==> config.mk <==
export PLATFORM = sky130hd
export DESIGN_NAME = pre_post_trigger_recorder_flat
export DESIGN_NICKNAME = d
export VERILOG_FILES = /design/src/rtl/core/pptr_pkg.sv /design/src/rtl/core/pptr_chan_if.sv /design/src/rtl/core/pre_post_trigger_recorder.sv /design/src/rtl/core/pptr_ring_mem.sv /design/src/flat_wrapper.sv
export VERILOG_INCLUDE_DIRS = /design/src /design/src/rtl/core
export SDC_FILE = /design/constraint.sdc
export NUM_CORES = 2
export LEC_CHECK = 0
export ABC_AREA = 1
export BUFFER_PORTS_ARGS = -buffer_cell sky130_fd_sc_hd__buf_2
export CORE_UTILIZATION = 39
export DETAILED_ROUTE_END_ITERATION = 7
export PLACE_DENSITY = 0.59
export REMOVE_ABC_BUFFERS = 1
export SLEW_MARGIN = 20
export SYNTH_ARGS = -nofsm -noshare
export SYNTH_HDL_FRONTEND = slang
export SYNTH_SLANG_ARGS = --single-unit
==> constraint.sdc <==
create_clock -name clock -period 6.6 [get_ports clock]
set_clock_uncertainty 0.15 [all_clocks]
set_input_delay 0.66 -clock clock [delete_from_list [all_inputs] [get_ports clock]]
set_output_delay 0.66 -clock clock [all_outputs]
set_load 0.1 [all_outputs]
==> src/rtl/core/assert_macros.svh <==
`ifndef ASSERT_MACROS_SVH
`define ASSERT_MACROS_SVH

// same-cycle implication, disabled during reset
`define ASSERT_IMPLY(label, clk, rst, ante, cons) \
   label: assert property (@(posedge clk) disable iff (rst) (ante) |-> (cons)) \
      else $error("assertion failed");

// next-cycle implication, disabled during reset
`define ASSERT_NEXT(label, clk, rst, ante, cons) \
   label: assert property (@(posedge clk) disable iff (rst) (ante) |=> (cons)) \
      else $error("assertion failed");

`endif

==> src/rtl/core/pptr_pkg.sv <==
`timescale 1ns / 1ps

package pptr_pkg;

   localparam int TAG_W    = 32;
   localparam int CLASS_W  = 6;
   localparam int PRE_W    = 7;
   localparam int POST_W   = 16;
   localparam int MASK_W   = 64;
   localparam int REGIDX_W = 2;

   typedef enum logic [REGIDX_W-1:0] {
      CSR_PRE_COUNT   = 2'd0,
      CSR_POST_COUNT  = 2'd1,
      CSR_WORTHY_MASK = 2'd2
   } csr_index_type;

   typedef enum logic [2:0] {
      ST_IDLE = 3'b001,
      ST_READ = 3'b010,
      ST_EMIT = 3'b100
   } state_type;

   typedef struct packed {
      logic [TAG_W-1:0]   frame_tag;
      logic               motion;
      logic [CLASS_W-1:0] object_class;
   } req_payload_type;

   typedef struct packed {
      logic [TAG_W-1:0]   out_tag;
      logic               stop_event;
      logic               first_of_clip;
      logic [CLASS_W-1:0] clip_object;
      logic               last;
   } rsp_payload_type;

   typedef struct packed {
      logic [REGIDX_W-1:0] reg_index;
      logic [MASK_W-1:0]   wdata;
   } csr_payload_type;

endpackage

==> src/rtl/core/pptr_chan_if.sv <==
`timescale 1ns / 1ps

interface pptr_chan_if #(
   parameter type payload_type = logic
);
   logic        valid;
   logic        ready;
   payload_type payload;

   modport source (output valid, output payload, input ready);
   modport sink   (input valid, input payload, output ready);
endinterface

==> src/rtl/core/pre_post_trigger_recorder.sv <==
// channel  dir  payload                                               handshake
// req_if   in   frame_tag, motion, object_class                       valid/ready
// rsp_if   out  out_tag, stop_event, first_of_clip, clip_object, last valid/ready
// csr_if   in   reg_index, wdata                                      valid/ready
//
// a frame that yields zero or one result is taken in the idle state, with no drain
// a trigger drain of n buffered frames reads each entry from the single registered
// read port of the ring memory, then presents it
// reset is synchronous and clears control state only; ring entries are read only
// inside the fill, so the ring memory has no clearing pass
// rsp back-pressure holds the output register; req_if.ready is low during a drain
// and while the output register is full and not taken
`timescale 1ns / 1ps

`include "assert_macros.svh"

module pre_post_trigger_recorder #(
   parameter int RING_DEPTH = 64,
   parameter int TAG_BITS   = 32
) (
   input logic        clock,
   input logic        reset,
   pptr_chan_if.sink   req_if,
   pptr_chan_if.source rsp_if,
   pptr_chan_if.sink   csr_if
);
   import pptr_pkg::*;

   localparam int PTR_BITS   = (RING_DEPTH > 1) ? $clog2(RING_DEPTH) : 1;
   localparam int FILL_BITS  = $clog2(RING_DEPTH + 1);
   localparam int SUM_BITS   = FILL_BITS + 1;
   localparam int STORE_BITS = (TAG_BITS < TAG_W) ? TAG_BITS : TAG_W;
   localparam logic [FILL_BITS-1:0] DEPTH_F  = FILL_BITS'(RING_DEPTH);
   localparam logic [SUM_BITS-1:0]  DEPTH_S  = SUM_BITS'(RING_DEPTH);
   localparam logic [PTR_BITS-1:0]  LAST_PTR = PTR_BITS'(RING_DEPTH - 1);
   localparam logic [PRE_W-1:0]     DEPTH_P  = PRE_W'(RING_DEPTH);

   function automatic logic [PTR_BITS-1:0] ptr_inc(input logic [PTR_BITS-1:0] p);
      return (p == LAST_PTR) ? '0 : p + 1'b1;
   endfunction

   // configuration
   logic [PRE_W-1:0]  pre_count_ff;
   logic [POST_W-1:0] post_count_ff;
   logic [MASK_W-1:0] worthy_mask_ff;

   // block state
   state_type          state_ff, state_in;
   logic [PTR_BITS-1:0]  head_ff, head_in;
   logic [FILL_BITS-1:0] fill_ff, fill_in;
   logic                 rec_ff, rec_in;
   logic [CLASS_W-1:0]   held_ff, held_in;
   logic [POST_W-1:0]    hold_ff, hold_in;
   logic [PTR_BITS-1:0]  rd_ptr_ff, rd_ptr_in;
   logic [FILL_BITS-1:0] cnt_ff, cnt_in;
   logic                 first_ff, first_in;
   logic                 rsp_valid_ff, rsp_valid_in;
   rsp_payload_type      out_ff, out_in;

   // push arithmetic
   logic [FILL_BITS-1:0] keep;
   logic [SUM_BITS-1:0]  wr_sum;
   logic [PTR_BITS-1:0]  wr_addr;
   logic [PTR_BITS-1:0]  head_a, head_b;
   logic [FILL_BITS-1:0] fill_a, fill_b;
   logic [CLASS_W-1:0]   held_sel;
   logic                 trigger;
   logic [STORE_BITS-1:0] tag_store;

   logic                  out_free, req_fire, load_out, wr_en, rd_en;
   logic [STORE_BITS-1:0] rd_data;

   assign out_free  = !rsp_valid_ff || rsp_if.ready;
   assign req_fire  = req_if.valid && req_if.ready;
   assign tag_store = req_if.payload.frame_tag[STORE_BITS-1:0];
   assign keep      = (pre_count_ff > DEPTH_P) ? DEPTH_F : FILL_BITS'(pre_count_ff);

   always_comb begin
      wr_sum = SUM_BITS'(head_ff) + SUM_BITS'(fill_ff);
      if (wr_sum >= DEPTH_S) begin
         wr_sum = wr_sum - DEPTH_S;
      end
      if (fill_ff < DEPTH_F) begin
         wr_addr = wr_sum[PTR_BITS-1:0];
         head_a  = head_ff;
         fill_a  = fill_ff + 1'b1;
      end else begin
         // full ring: overwrite the oldest entry
         wr_addr = head_ff;
         head_a  = ptr_inc(head_ff);
         fill_a  = fill_ff;
      end
      // drop at most one oldest entry per frame
      if (fill_a > keep) begin
         head_b = ptr_inc(head_a);
         fill_b = fill_a - 1'b1;
      end else begin
         head_b = head_a;
         fill_b = fill_a;
      end
      if ((req_if.payload.object_class != '0) &&
          worthy_mask_ff[req_if.payload.object_class]) begin
         held_sel = req_if.payload.object_class;
      end else begin
         held_sel = held_ff;
      end
      trigger = req_if.payload.motion && (held_sel != '0);
   end

   assign req_if.ready = (state_ff == ST_IDLE) && out_free;

   always_comb begin
      state_in  = state_ff;
      head_in   = head_ff;
      fill_in   = fill_ff;
      rec_in    = rec_ff;
      held_in   = held_ff;
      hold_in   = hold_ff;
      rd_ptr_in = rd_ptr_ff;
      cnt_in    = cnt_ff;
      first_in  = first_ff;
      out_in    = out_ff;
      load_out  = 1'b0;
      wr_en     = 1'b0;
      rd_en     = 1'b0;
      case (state_ff)
         ST_IDLE: begin
            if (req_fire) begin
               wr_en   = 1'b1;
               head_in = head_b;
               fill_in = fill_b;
               held_in = held_sel;
               out_in.out_tag       = TAG_W'(tag_store);
               out_in.stop_event    = 1'b0;
               out_in.first_of_clip = 1'b0;
               out_in.clip_object   = '0;
               out_in.last          = 1'b1;
               if (trigger) begin
                  hold_in = post_count_ff;
                  if (!rec_ff) begin
                     rec_in  = 1'b1;
                     head_in = '0;
                     fill_in = '0;
                     if (fill_b == '0) begin
                        load_out             = 1'b1;
                        out_in.first_of_clip = 1'b1;
                     end else begin
                        // drain oldest first; the current frame is the newest entry
                        state_in  = ST_READ;
                        rd_ptr_in = head_b;
                        cnt_in    = fill_b;
                        first_in  = 1'b1;
                     end
                  end else begin
                     load_out = 1'b1;
                  end
               end else if (rec_ff) begin
                  load_out = 1'b1;
                  if (hold_ff <= POST_W'(1)) begin
                     hold_in            = '0;
                     rec_in             = 1'b0;
                     held_in            = '0;
                     out_in.out_tag     = '0;
                     out_in.stop_event  = 1'b1;
                     out_in.clip_object = held_sel;
                  end else begin
                     hold_in = hold_ff - 1'b1;
                  end
               end
            end
         end
         ST_READ: begin
            rd_en     = 1'b1;
            rd_ptr_in = ptr_inc(rd_ptr_ff);
            state_in  = ST_EMIT;
         end
         ST_EMIT: begin
            if (out_free) begin
               load_out             = 1'b1;
               out_in.out_tag       = TAG_W'(rd_data);
               out_in.stop_event    = 1'b0;
               out_in.first_of_clip = first_ff;
               out_in.clip_object   = '0;
               out_in.last          = (cnt_ff == FILL_BITS'(1));
               first_in             = 1'b0;
               cnt_in               = cnt_ff - 1'b1;
               state_in             = (cnt_ff == FILL_BITS'(1)) ? ST_IDLE : ST_READ;
            end
         end
         default: begin
            state_in = ST_IDLE;
         end
      endcase
      if (load_out) begin
         rsp_valid_in = 1'b1;
      end else if (rsp_if.ready) begin
         rsp_valid_in = 1'b0;
      end else begin
         rsp_valid_in = rsp_valid_ff;
      end
   end

   pptr_ring_mem #(
      .DEPTH     (RING_DEPTH),
      .WIDTH     (STORE_BITS),
      .ADDR_BITS (PTR_BITS)
   ) u_ring (
      .clock   (clock),
      .wr_en   (wr_en),
      .wr_addr (wr_addr),
      .wr_data (tag_store),
      .rd_en   (rd_en),
      .rd_addr (rd_ptr_ff),
      .rd_data (rd_data)
   );

   assign csr_if.ready = 1'b1;

   always_ff @(posedge clock) begin
      if (reset) begin
         pre_count_ff   <= '0;
         post_count_ff  <= '0;
         worthy_mask_ff <= '0;
      end else if (csr_if.valid) begin
         case (csr_if.payload.reg_index)
            CSR_PRE_COUNT:   pre_count_ff   <= csr_if.payload.wdata[PRE_W-1:0];
            CSR_POST_COUNT:  post_count_ff  <= csr_if.payload.wdata[POST_W-1:0];
            CSR_WORTHY_MASK: worthy_mask_ff <= csr_if.payload.wdata;
            default: ;
         endcase
      end
   end

   always_ff @(posedge clock) begin
      if (reset) begin
         state_ff     <= ST_IDLE;
         head_ff      <= '0;
         fill_ff      <= '0;
         rec_ff       <= 1'b0;
         held_ff      <= '0;
         hold_ff      <= '0;
         rd_ptr_ff    <= '0;
         cnt_ff       <= '0;
         first_ff     <= 1'b0;
         rsp_valid_ff <= 1'b0;
      end else begin
         state_ff     <= state_in;
         head_ff      <= head_in;
         fill_ff      <= fill_in;
         rec_ff       <= rec_in;
         held_ff      <= held_in;
         hold_ff      <= hold_in;
         rd_ptr_ff    <= rd_ptr_in;
         cnt_ff       <= cnt_in;
         first_ff     <= first_in;
         rsp_valid_ff <= rsp_valid_in;
      end
   end

   always_ff @(posedge clock) begin
      out_ff <= out_in;
   end

   assign rsp_if.valid   = rsp_valid_ff;
   assign rsp_if.payload = out_ff;

   `ASSERT_IMPLY(a_drain_has_work, clock, reset, state_ff != ST_IDLE, cnt_ff != '0)
   `ASSERT_IMPLY(a_drain_ring_empty, clock, reset, state_ff != ST_IDLE, rec_ff && (fill_ff == '0))
   `ASSERT_IMPLY(a_fill_bound, clock, reset, 1'b1, fill_ff <= DEPTH_F)
   `ASSERT_NEXT(a_stop_ends_clip, clock, reset, load_out && out_in.stop_event, !rec_ff && (held_ff == '0))

endmodule

==> src/rtl/core/pptr_ring_mem.sv <==
`timescale 1ns / 1ps

module pptr_ring_mem #(
   parameter int DEPTH     = 64,
   parameter int WIDTH     = 32,
   parameter int ADDR_BITS = 6
) (
   input  logic                 clock,
   input  logic                 wr_en,
   input  logic [ADDR_BITS-1:0] wr_addr,
   input  logic [WIDTH-1:0]     wr_data,
   input  logic                 rd_en,
   input  logic [ADDR_BITS-1:0] rd_addr,
   output logic [WIDTH-1:0]     rd_data
);

   logic [WIDTH-1:0] mem_ff [DEPTH];
   logic [WIDTH-1:0] rd_data_ff;

   always_ff @(posedge clock) begin
      if (wr_en) begin
         mem_ff[wr_addr] <= wr_data;
      end
   end

   always_ff @(posedge clock) begin
      if (rd_en) begin
         rd_data_ff <= mem_ff[rd_addr];
      end
   end

   assign rd_data = rd_data_ff;

endmodule

==> src/flat_wrapper.sv <==
// flat-port wrapper written by rule: the top's interface ports become plain ports
module pre_post_trigger_recorder_flat import pptr_pkg::*;
#(
   parameter int RING_DEPTH = 64,
   parameter int TAG_BITS   = 32
)
  (clock, reset, req_if_valid, req_if_payload, req_if_ready, rsp_if_valid, rsp_if_payload, rsp_if_ready, csr_if_valid, csr_if_payload, csr_if_ready);
  pptr_chan_if #(.payload_type(req_payload_type)) req_if_i ();
  pptr_chan_if #(.payload_type(rsp_payload_type)) rsp_if_i ();
  pptr_chan_if #(.payload_type(csr_payload_type)) csr_if_i ();
  input logic clock;
  input logic reset;
  input wire logic [$bits(req_if_i.valid)-1:0] req_if_valid;
  input wire logic [$bits(req_if_i.payload)-1:0] req_if_payload;
  output wire logic [$bits(req_if_i.ready)-1:0] req_if_ready;
  output wire logic [$bits(rsp_if_i.valid)-1:0] rsp_if_valid;
  output wire logic [$bits(rsp_if_i.payload)-1:0] rsp_if_payload;
  input wire logic [$bits(rsp_if_i.ready)-1:0] rsp_if_ready;
  input wire logic [$bits(csr_if_i.valid)-1:0] csr_if_valid;
  input wire logic [$bits(csr_if_i.payload)-1:0] csr_if_payload;
  output wire logic [$bits(csr_if_i.ready)-1:0] csr_if_ready;
  assign req_if_i.valid = req_if_valid;
  assign req_if_i.payload = req_if_payload;
  assign req_if_ready = req_if_i.ready;
  assign rsp_if_valid = rsp_if_i.valid;
  assign rsp_if_payload = rsp_if_i.payload;
  assign rsp_if_i.ready = rsp_if_ready;
  assign csr_if_i.valid = csr_if_valid;
  assign csr_if_i.payload = csr_if_payload;
  assign csr_if_ready = csr_if_i.ready;
  pre_post_trigger_recorder #(.RING_DEPTH(RING_DEPTH), .TAG_BITS(TAG_BITS)) u_core (.clock(clock), .reset(reset), .req_if(req_if_i), .rsp_if(rsp_if_i), .csr_if(csr_if_i));
endmodule
Word-level counts from Yosys, hierarchy flattened
Memories as Yosys holds them, arrays and structs flattened. A register that Yosys moved wholly into a read port is not among the register bits.
Index checks and enable logic that the tools add are counted.
- $add $sub $neg: 9
- $lt $le $gt $ge: 6
- equal/unequal tests: 14
- mux-type cells: 75
- reductions and logical operators: 23
- operators with widths (cell ; count):
    6-bit 2-to-1 mux ; 20
    33-bit 2-to-1 mux ; 3
    41-bit 2-to-1 mux ; 2
    41-bit case mux with 2 select lines ; 1
    7-bit 2-to-1 mux ; 10
    16-bit 2-to-1 mux ; 3
    1-bit 2-to-1 mux ; 24
    6-bit by 1-bit adder with 6-bit output (second input constant) ; 3
    6-bit == test (second input constant) ; 3
    16-bit by 1-bit less-or-equal comparator with 1-bit output (second input constant) ; 1
    16-bit by 1-bit subtractor with 16-bit output (second input constant) ; 1
    3-bit 2-to-1 mux ; 5
    7-bit case mux with 2 select lines ; 1
    7-bit by 1-bit subtractor with 7-bit output (second input constant) ; 2
    6-bit case mux with 2 select lines ; 1
    6-bit nonzero test ; 2
    5-bit AND reduction ; 2
    3-bit case mux with 3 select lines ; 1
    6-bit by 7-bit adder with 8-bit output ; 1
    8-bit by 7-bit greater-or-equal comparator with 1-bit output (second input constant) ; 1
    2-bit AND reduction ; 4
    2-bit nonzero test ; 4
    7-bit by 1-bit adder with 7-bit output (second input constant) ; 1
    7-bit by 1-bit == test with 1-bit output (second input constant) ; 1
    other kinds (22) ; 30
- flip-flop bits (word level): 182
- RAM bits: 2048
- output and inout port bits: 44
- memories kept: 1
- memory list (memory ; depth ; bits a word ; rd ports ; clocked after Yosys merged registers in ; write ports ; line ; source):
    u_core.u_ring.mem_ff ; 64 ; 32 ; 1 ; 1 ; 1 ; pptr_ring_mem.sv:17 ; logic [WIDTH-1:0] mem_ff [DEPTH];

Depth between registers and ports, before layout
- word-level depth: 11
- mapped depth: 24

Hierarchy
From an unflattened synthesis, not the netlist that was laid out.
- cell total of the unflattened synthesis: 8185
- area, all modules: 93034.2 um^2
- modules (own cells, without submodules) (module ; instances ; cells an instance ; area each (um^2) ; sequential area each (um^2)):
    pptr_ring_mem ; 1 ; 6782 ; 83103.5 ; 62459.9
    pre_post_trigger_recorder ; 1 ; 1403 ; 9930.8 ; 4053.9

Worst setup path before layout
OpenSTA, ideal clock, no wires.
- path kind: register to register
- from: reg u_core.rsp_valid_ff (netlist: u_core.rsp_if.valid)
- to: mem u_core.u_ring.mem_ff[10][0], enable pin
- setup time: 0.421 ns
- arrival: 4.384 ns
- required time: 6.029 ns
- setup slack: 1.645 ns
- stages on the path, launching flop included: 8
- period minus slack after synthesis: 4.955 ns
- cell sequence: dfxtp_1 inv_1 nor2_1 nor2_1 nand2_1 nor2_1 nand2_1 nor2_1
- word-level cells in the longest chain between the ends: 8
- ends and longest elaborated chain (item ; line ; source):
    start, declared ; pre_post_trigger_recorder.sv:57 ; logic rsp_valid_ff, rsp_valid_in;
    start signal, assigned ; pre_post_trigger_recorder.sv:256 ; rsp_valid_ff <= rsp_valid_in;
    1-bit zero test ; pre_post_trigger_recorder.sv:73 ; assign out_free = !rsp_valid_ff || rsp_if.ready;
    1-bit logical OR ; pre_post_trigger_recorder.sv:73 ;
    1-bit logical AND ; pre_post_trigger_recorder.sv:110 ; assign req_if.ready = (state_ff == ST_IDLE) && out_free;
    via req_if_ready ; flat_wrapper.sv:15 ; output wire logic [$bits(req_if_i.ready)-1:0] req_if_ready;
    1-bit logical AND ; pre_post_trigger_recorder.sv:74 ; assign req_fire = req_if.valid && req_if.ready;
    1-bit 2-to-1 mux ; pre_post_trigger_recorder.sv:128 ; if (req_fire) begin
    1-bit 2-to-1 mux ; pre_post_trigger_recorder.sv:126 ; case (state_ff)
    1-bit 2-to-1 mux ; pptr_ring_mem.sv:21 ; if (wr_en) begin
    1-bit 2-to-1 mux (implied by the code) ; pptr_ring_mem.sv:22 ; mem_ff[wr_addr] <= wr_data;
    end, declared ; pptr_ring_mem.sv:17 ;
The timed path passes the listed nets, and every way through them passes these cells.

Worst setup path after layout
- from: reg u_core.fill_ff[2]
- to: mem u_core.u_ring.mem_ff[21][16], enable pin
- word-level cells in the longest chain between the ends: 4
- elaborated cells between the ends (all ways): 6
- classes of those cells: 2 x add/sub; 2 x order compare; 2 x mux
- ends and longest elaborated chain (item ; line ; source):
    start, declared ; pre_post_trigger_recorder.sv:50 ; logic [FILL_BITS-1:0] fill_ff, fill_in;
    start signal, assigned ; pre_post_trigger_recorder.sv:249 ; fill_ff <= fill_in;
    6-bit by 7-bit adder with 8-bit output ; pre_post_trigger_recorder.sv:79 ; wr_sum = SUM_BITS'(head_ff) + SUM_BITS'(fill_ff);
    8-bit by 7-bit greater-or-equal comparator with 1-bit output or 6-bit by 1-bit subtractor with 6-bit output (tied branches) ; pre_post_trigger_recorder.sv:80, pre_post_trigger_recorder.sv:81 ;
    6-bit 2-to-1 mux ; pre_post_trigger_recorder.sv:80 ; if (wr_sum >= DEPTH_S) begin
    6-bit 2-to-1 mux (*) ; pre_post_trigger_recorder.sv:83 ; if (fill_ff < DEPTH_F) begin
Mark *: on every way between the ends. The rest lies on a longest branch, timed or not.

==> run_results.csv <==
group,metric,value,unit
run_status,outcome,"finished clean",
global_routing,grt-ovfl-total,0,
critical_path,start_kind,"flip-flop",
timing,setup_viol,0,
route,route.detailed.drc,0,
synth,synth_cells,7136,
critical_path,reg2reg_from,"u_core.fill_ff[2]",
floorplan,num_io_pins,154,
global_routing,grt_pass1_vias,58256,
critical_path,critPathLaunch,"u_core.fill_ff[2]",
power,finalPower,44300,uW
route,vias_per_cell,5.80,
timing,worst_slew_pin_slew,1.19,ns
timing,report.final.slew_viol_count,0,
clock_tree,clk_pin_slew,0.06,ns
synth,ys_ff_latch,2262,
synth,ys.warnings.count,0,
floorplan,initial_core_util,0.392,
critical_path,crit_fanout,17,
power,powerDensity,431,nW/um^2
timing,setup_tns,0,ns
timing,period_needed,4.77,ns
timing,setup_ws,1.83,ns
power,p_leak,0.0335,uW
clock_tree,cts_buffers,224,
clock_tree,cts_tree,"built",
synth,syn-cell-area,90000,um^2
hold_path,hp-class,"input port to flip-flop",
synth,yosysSeqAreaShare,0.739,
global_routing,grt_max_degree,182,
synth,synth_edf_count,2121,
critical_path,critPathTopFamily,"simple AND/OR/NAND/NOR gates",
timing,holdWs,0.0603,ns
global_routing,antenna_found_initial,11,
finish,fill_cells,20461,
global_routing,grtUsageTotal,0.229,
route,drt_wl_total,272,mm
critical_path,slowest_stage,"nor2_4",
power,ir_drop,310,uV
floorplan,dieArea,233000,um^2
critical_path,cp-end-kind,"flip-flop",
floorplan,placeableCoreArea,230000,um^2
critical_path,crit_path_cell_trace,"ha_1 > a21oi_1 > inv_1 > a31oi_1 > or2_2 > nand2_1 > a21oi_1 > xor2_1 > nand2_1 > o21ai_0 > inv_1 > nor2_1 > nand2_1 > nor2_4 > buf_4",
critical_path,cp.required,7.03,ns
clock_tree,ctsRootBufferMaster,"clkbuf_16",
placement,place_hpwl,151,mm
placement,gp_congestion,0.867,
global_routing,grt_pass1_wl,395,mm
clock_tree,cts_setup_buffers,0,
critical_path,cpPeakStageDelay,1.04,ns
synth,synth_top_area_frac,0.707,
critical_path,worst_ep_arrival_time,5.21,ns
route,wl_per_cell,26.0,um
clock_tree,clock-sinks,2262,
floorplan,rows,176,
synth,yosys_most_used_dff,"edfxtp_1",
synth,synth.distinct_cells,53,
finish,area_growth,14.1,%
route,firstDrtPassIters,5,
synth,synth_largest_area_cell,"edfxtp_1",
clock_tree,cts_buffer_depth,3,
critical_path,crit_top_cell,"nand2_1",
finish,final_net_count,7389,
timing,fin_crit_sh,0.723,
critical_path,path_class,"flip-flop to flip-flop",
flow_run,drv_cap,0,
hold_path,hp-start,"csr_if_payload[37]",
timing,relSlewSlack,0.195,
clock_tree,insertion_delay,0.89,ns
synth,async_reset_ff_frac,0,
clock_tree,cts_max_level,4,
placement,io_buffer_count,152,
floorplan,die_h,483,um
timing,finalHoldViolations,0,
floorplan,die_x,483,um
route,route.vias.total,60772,
route,ant_nets,0,
timing,max_freq,209,MHz
placement,post-place-ws,1.74,ns
placement,dp_cells,9991,
finish,final_cells,10483,
critical_path,crit_buf_inv,3,
synth,syn_area_per_cell,12.6,um^2
synth,ys_top_cells_by_area,"edfxtp_1 (71%), o21ai_0 (7.1%), nor2_1 (6.0%)",
finish,layout-drive-gt1-share,0.106,
route,first_iter_violations,7453,
timing,rsz0062_at_grt,"false",
## final cells by class
class                   instances  area (um^2)  share of cell area
flip-flops and latches       2262        66500               0.647
multi-input cells            4218        21500               0.209
clock buffers                 273         5830              0.0568
well taps                    3026         3790              0.0368
repair buffers                405         3060              0.0298
clock inverters               149         1490              0.0145
inverters                     147          579             0.00564
diodes                          3         7.51           0.0000731
## state kept, by name (all words and copies together), names as in the netlist, 6 cells and up
signal and flops:
u_core.pre_count_ff 7, u_core.rsp_if.payload 41, u_core.worthy_mask_ff 64, u_core.rd_ptr_ff 6
u_core.post_count_ff 16, u_core.hold_ff 16, u_core.head_ff 6, u_core.u_ring.rd_data 32
u_core.fill_ff 7, u_core.u_ring.mem_ff 2048, u_core.cnt_ff 7, u_core.held_ff 6
## tightest hold or removal path: stages
cell and delay (ns):
buf_2 0.10, o21ai_0 0.09, a21oi_1 0.14
## where the power goes
part,internal [uW],switching (uW)
sequential,16400,502
clock,7140,5620
combinational,3820,10800
total,27400,16900
## kinds of logic (layout without fill, tap and decap cells)
logic type,Yosys count,in the layout,synth area share
flops,2262,2262,0.739
compound gates,2141,2141,0.137
simple gates,2027,2027,0.0899
buf+inv,656,974,0.0284
xor+xnor,28,28,0.00272
fa+ha+maj,21,21,0.00300
other cells,1,4,0.0000416
## worst paths after layout
path | slack (ns) | cells after the start | to
setup / recovery | 1.83 | 15 | u_core.u_ring.mem_ff[21][16]
hold reg to reg | 0.30 | 2 | u_core.post_count_ff[13]
hold / removal | 0.06 | 3 | u_core.worthy_mask_ff[37]
setup reg to reg | 1.83 | 15 | u_core.u_ring.mem_ff[21][16]
## through the flow
step	util	area (um^2)
floorplan	-	88000
detailed placement	0.412	94700
CTS	0.447	103000
global placement	0.412	94700
finish	0.447	103000
global route	0.447	103000
## timing repair
| item | in CTS | in global routing |
|---|---|---|
| hold buffers | 65 | 0 |
| resized for setup | 0 | 0 |
| endpoints found under the hold margin | 85 | 0 |
## cell usage in the layout (no fill, tap or decap), types with 20 or more instances in the layout
cell | synthesis | final
a21oi_1 | 166 | 166
buf_2 | 22 | 152
buf_4 | 7 | 170
bufinv_16 | 0 | 21
clkbuf_1 | 457 | 45
clkbuf_16 | 0 | 225
clkinv_1 | 5 | 52
clkinv_2 | 0 | 50
dfxtp_1 | 141 | 136
dlygate4sd3_1 | 0 | 65
edfxtp_1 | 2121 | 2121
ha_1 | 20 | 20
inv_1 | 135 | 131
nand2_1 | 333 | 332
nand3_1 | 176 | 176
nor2_1 | 1440 | 1376
nor2_4 | 0 | 64
o211ai_1 | 97 | 97
o21ai_0 | 1285 | 1283
o221ai_1 | 227 | 227
o22ai_1 | 317 | 317
## Yosys cell counts (6+ instances only)
cell type	number
dfxtp_1	141
nor3_1	21
clkbuf_1	457
nand2_1	333
o21ai_0	1285
buf_1	17
or3b_2	9
o21ai_1	8
xnor2_1	9
buf_4	7
nor2_1	1440
nand3_1	176
a311o_1	8
o32ai_1	7
a32o_1	7
edfxtp_1	2121
o211ai_1	97
inv_1	135
inv_2	7
nand3_2	6
ha_1	20
or3_1	15
o221ai_1	227
o22ai_1	317
xor2_1	19
buf_2	22
a21oi_1	166
## metal layers
metal,global-route usage,share of wire,up-vias
li1,-,-,26794
met1,0.318,0.42,30583
met2,0.365,0.47,2960
met3,0.0401,0.088,433
met4,0.0721,0.029,2
met5,0,0.000048,-
Power figures use the tool's default switching activity.
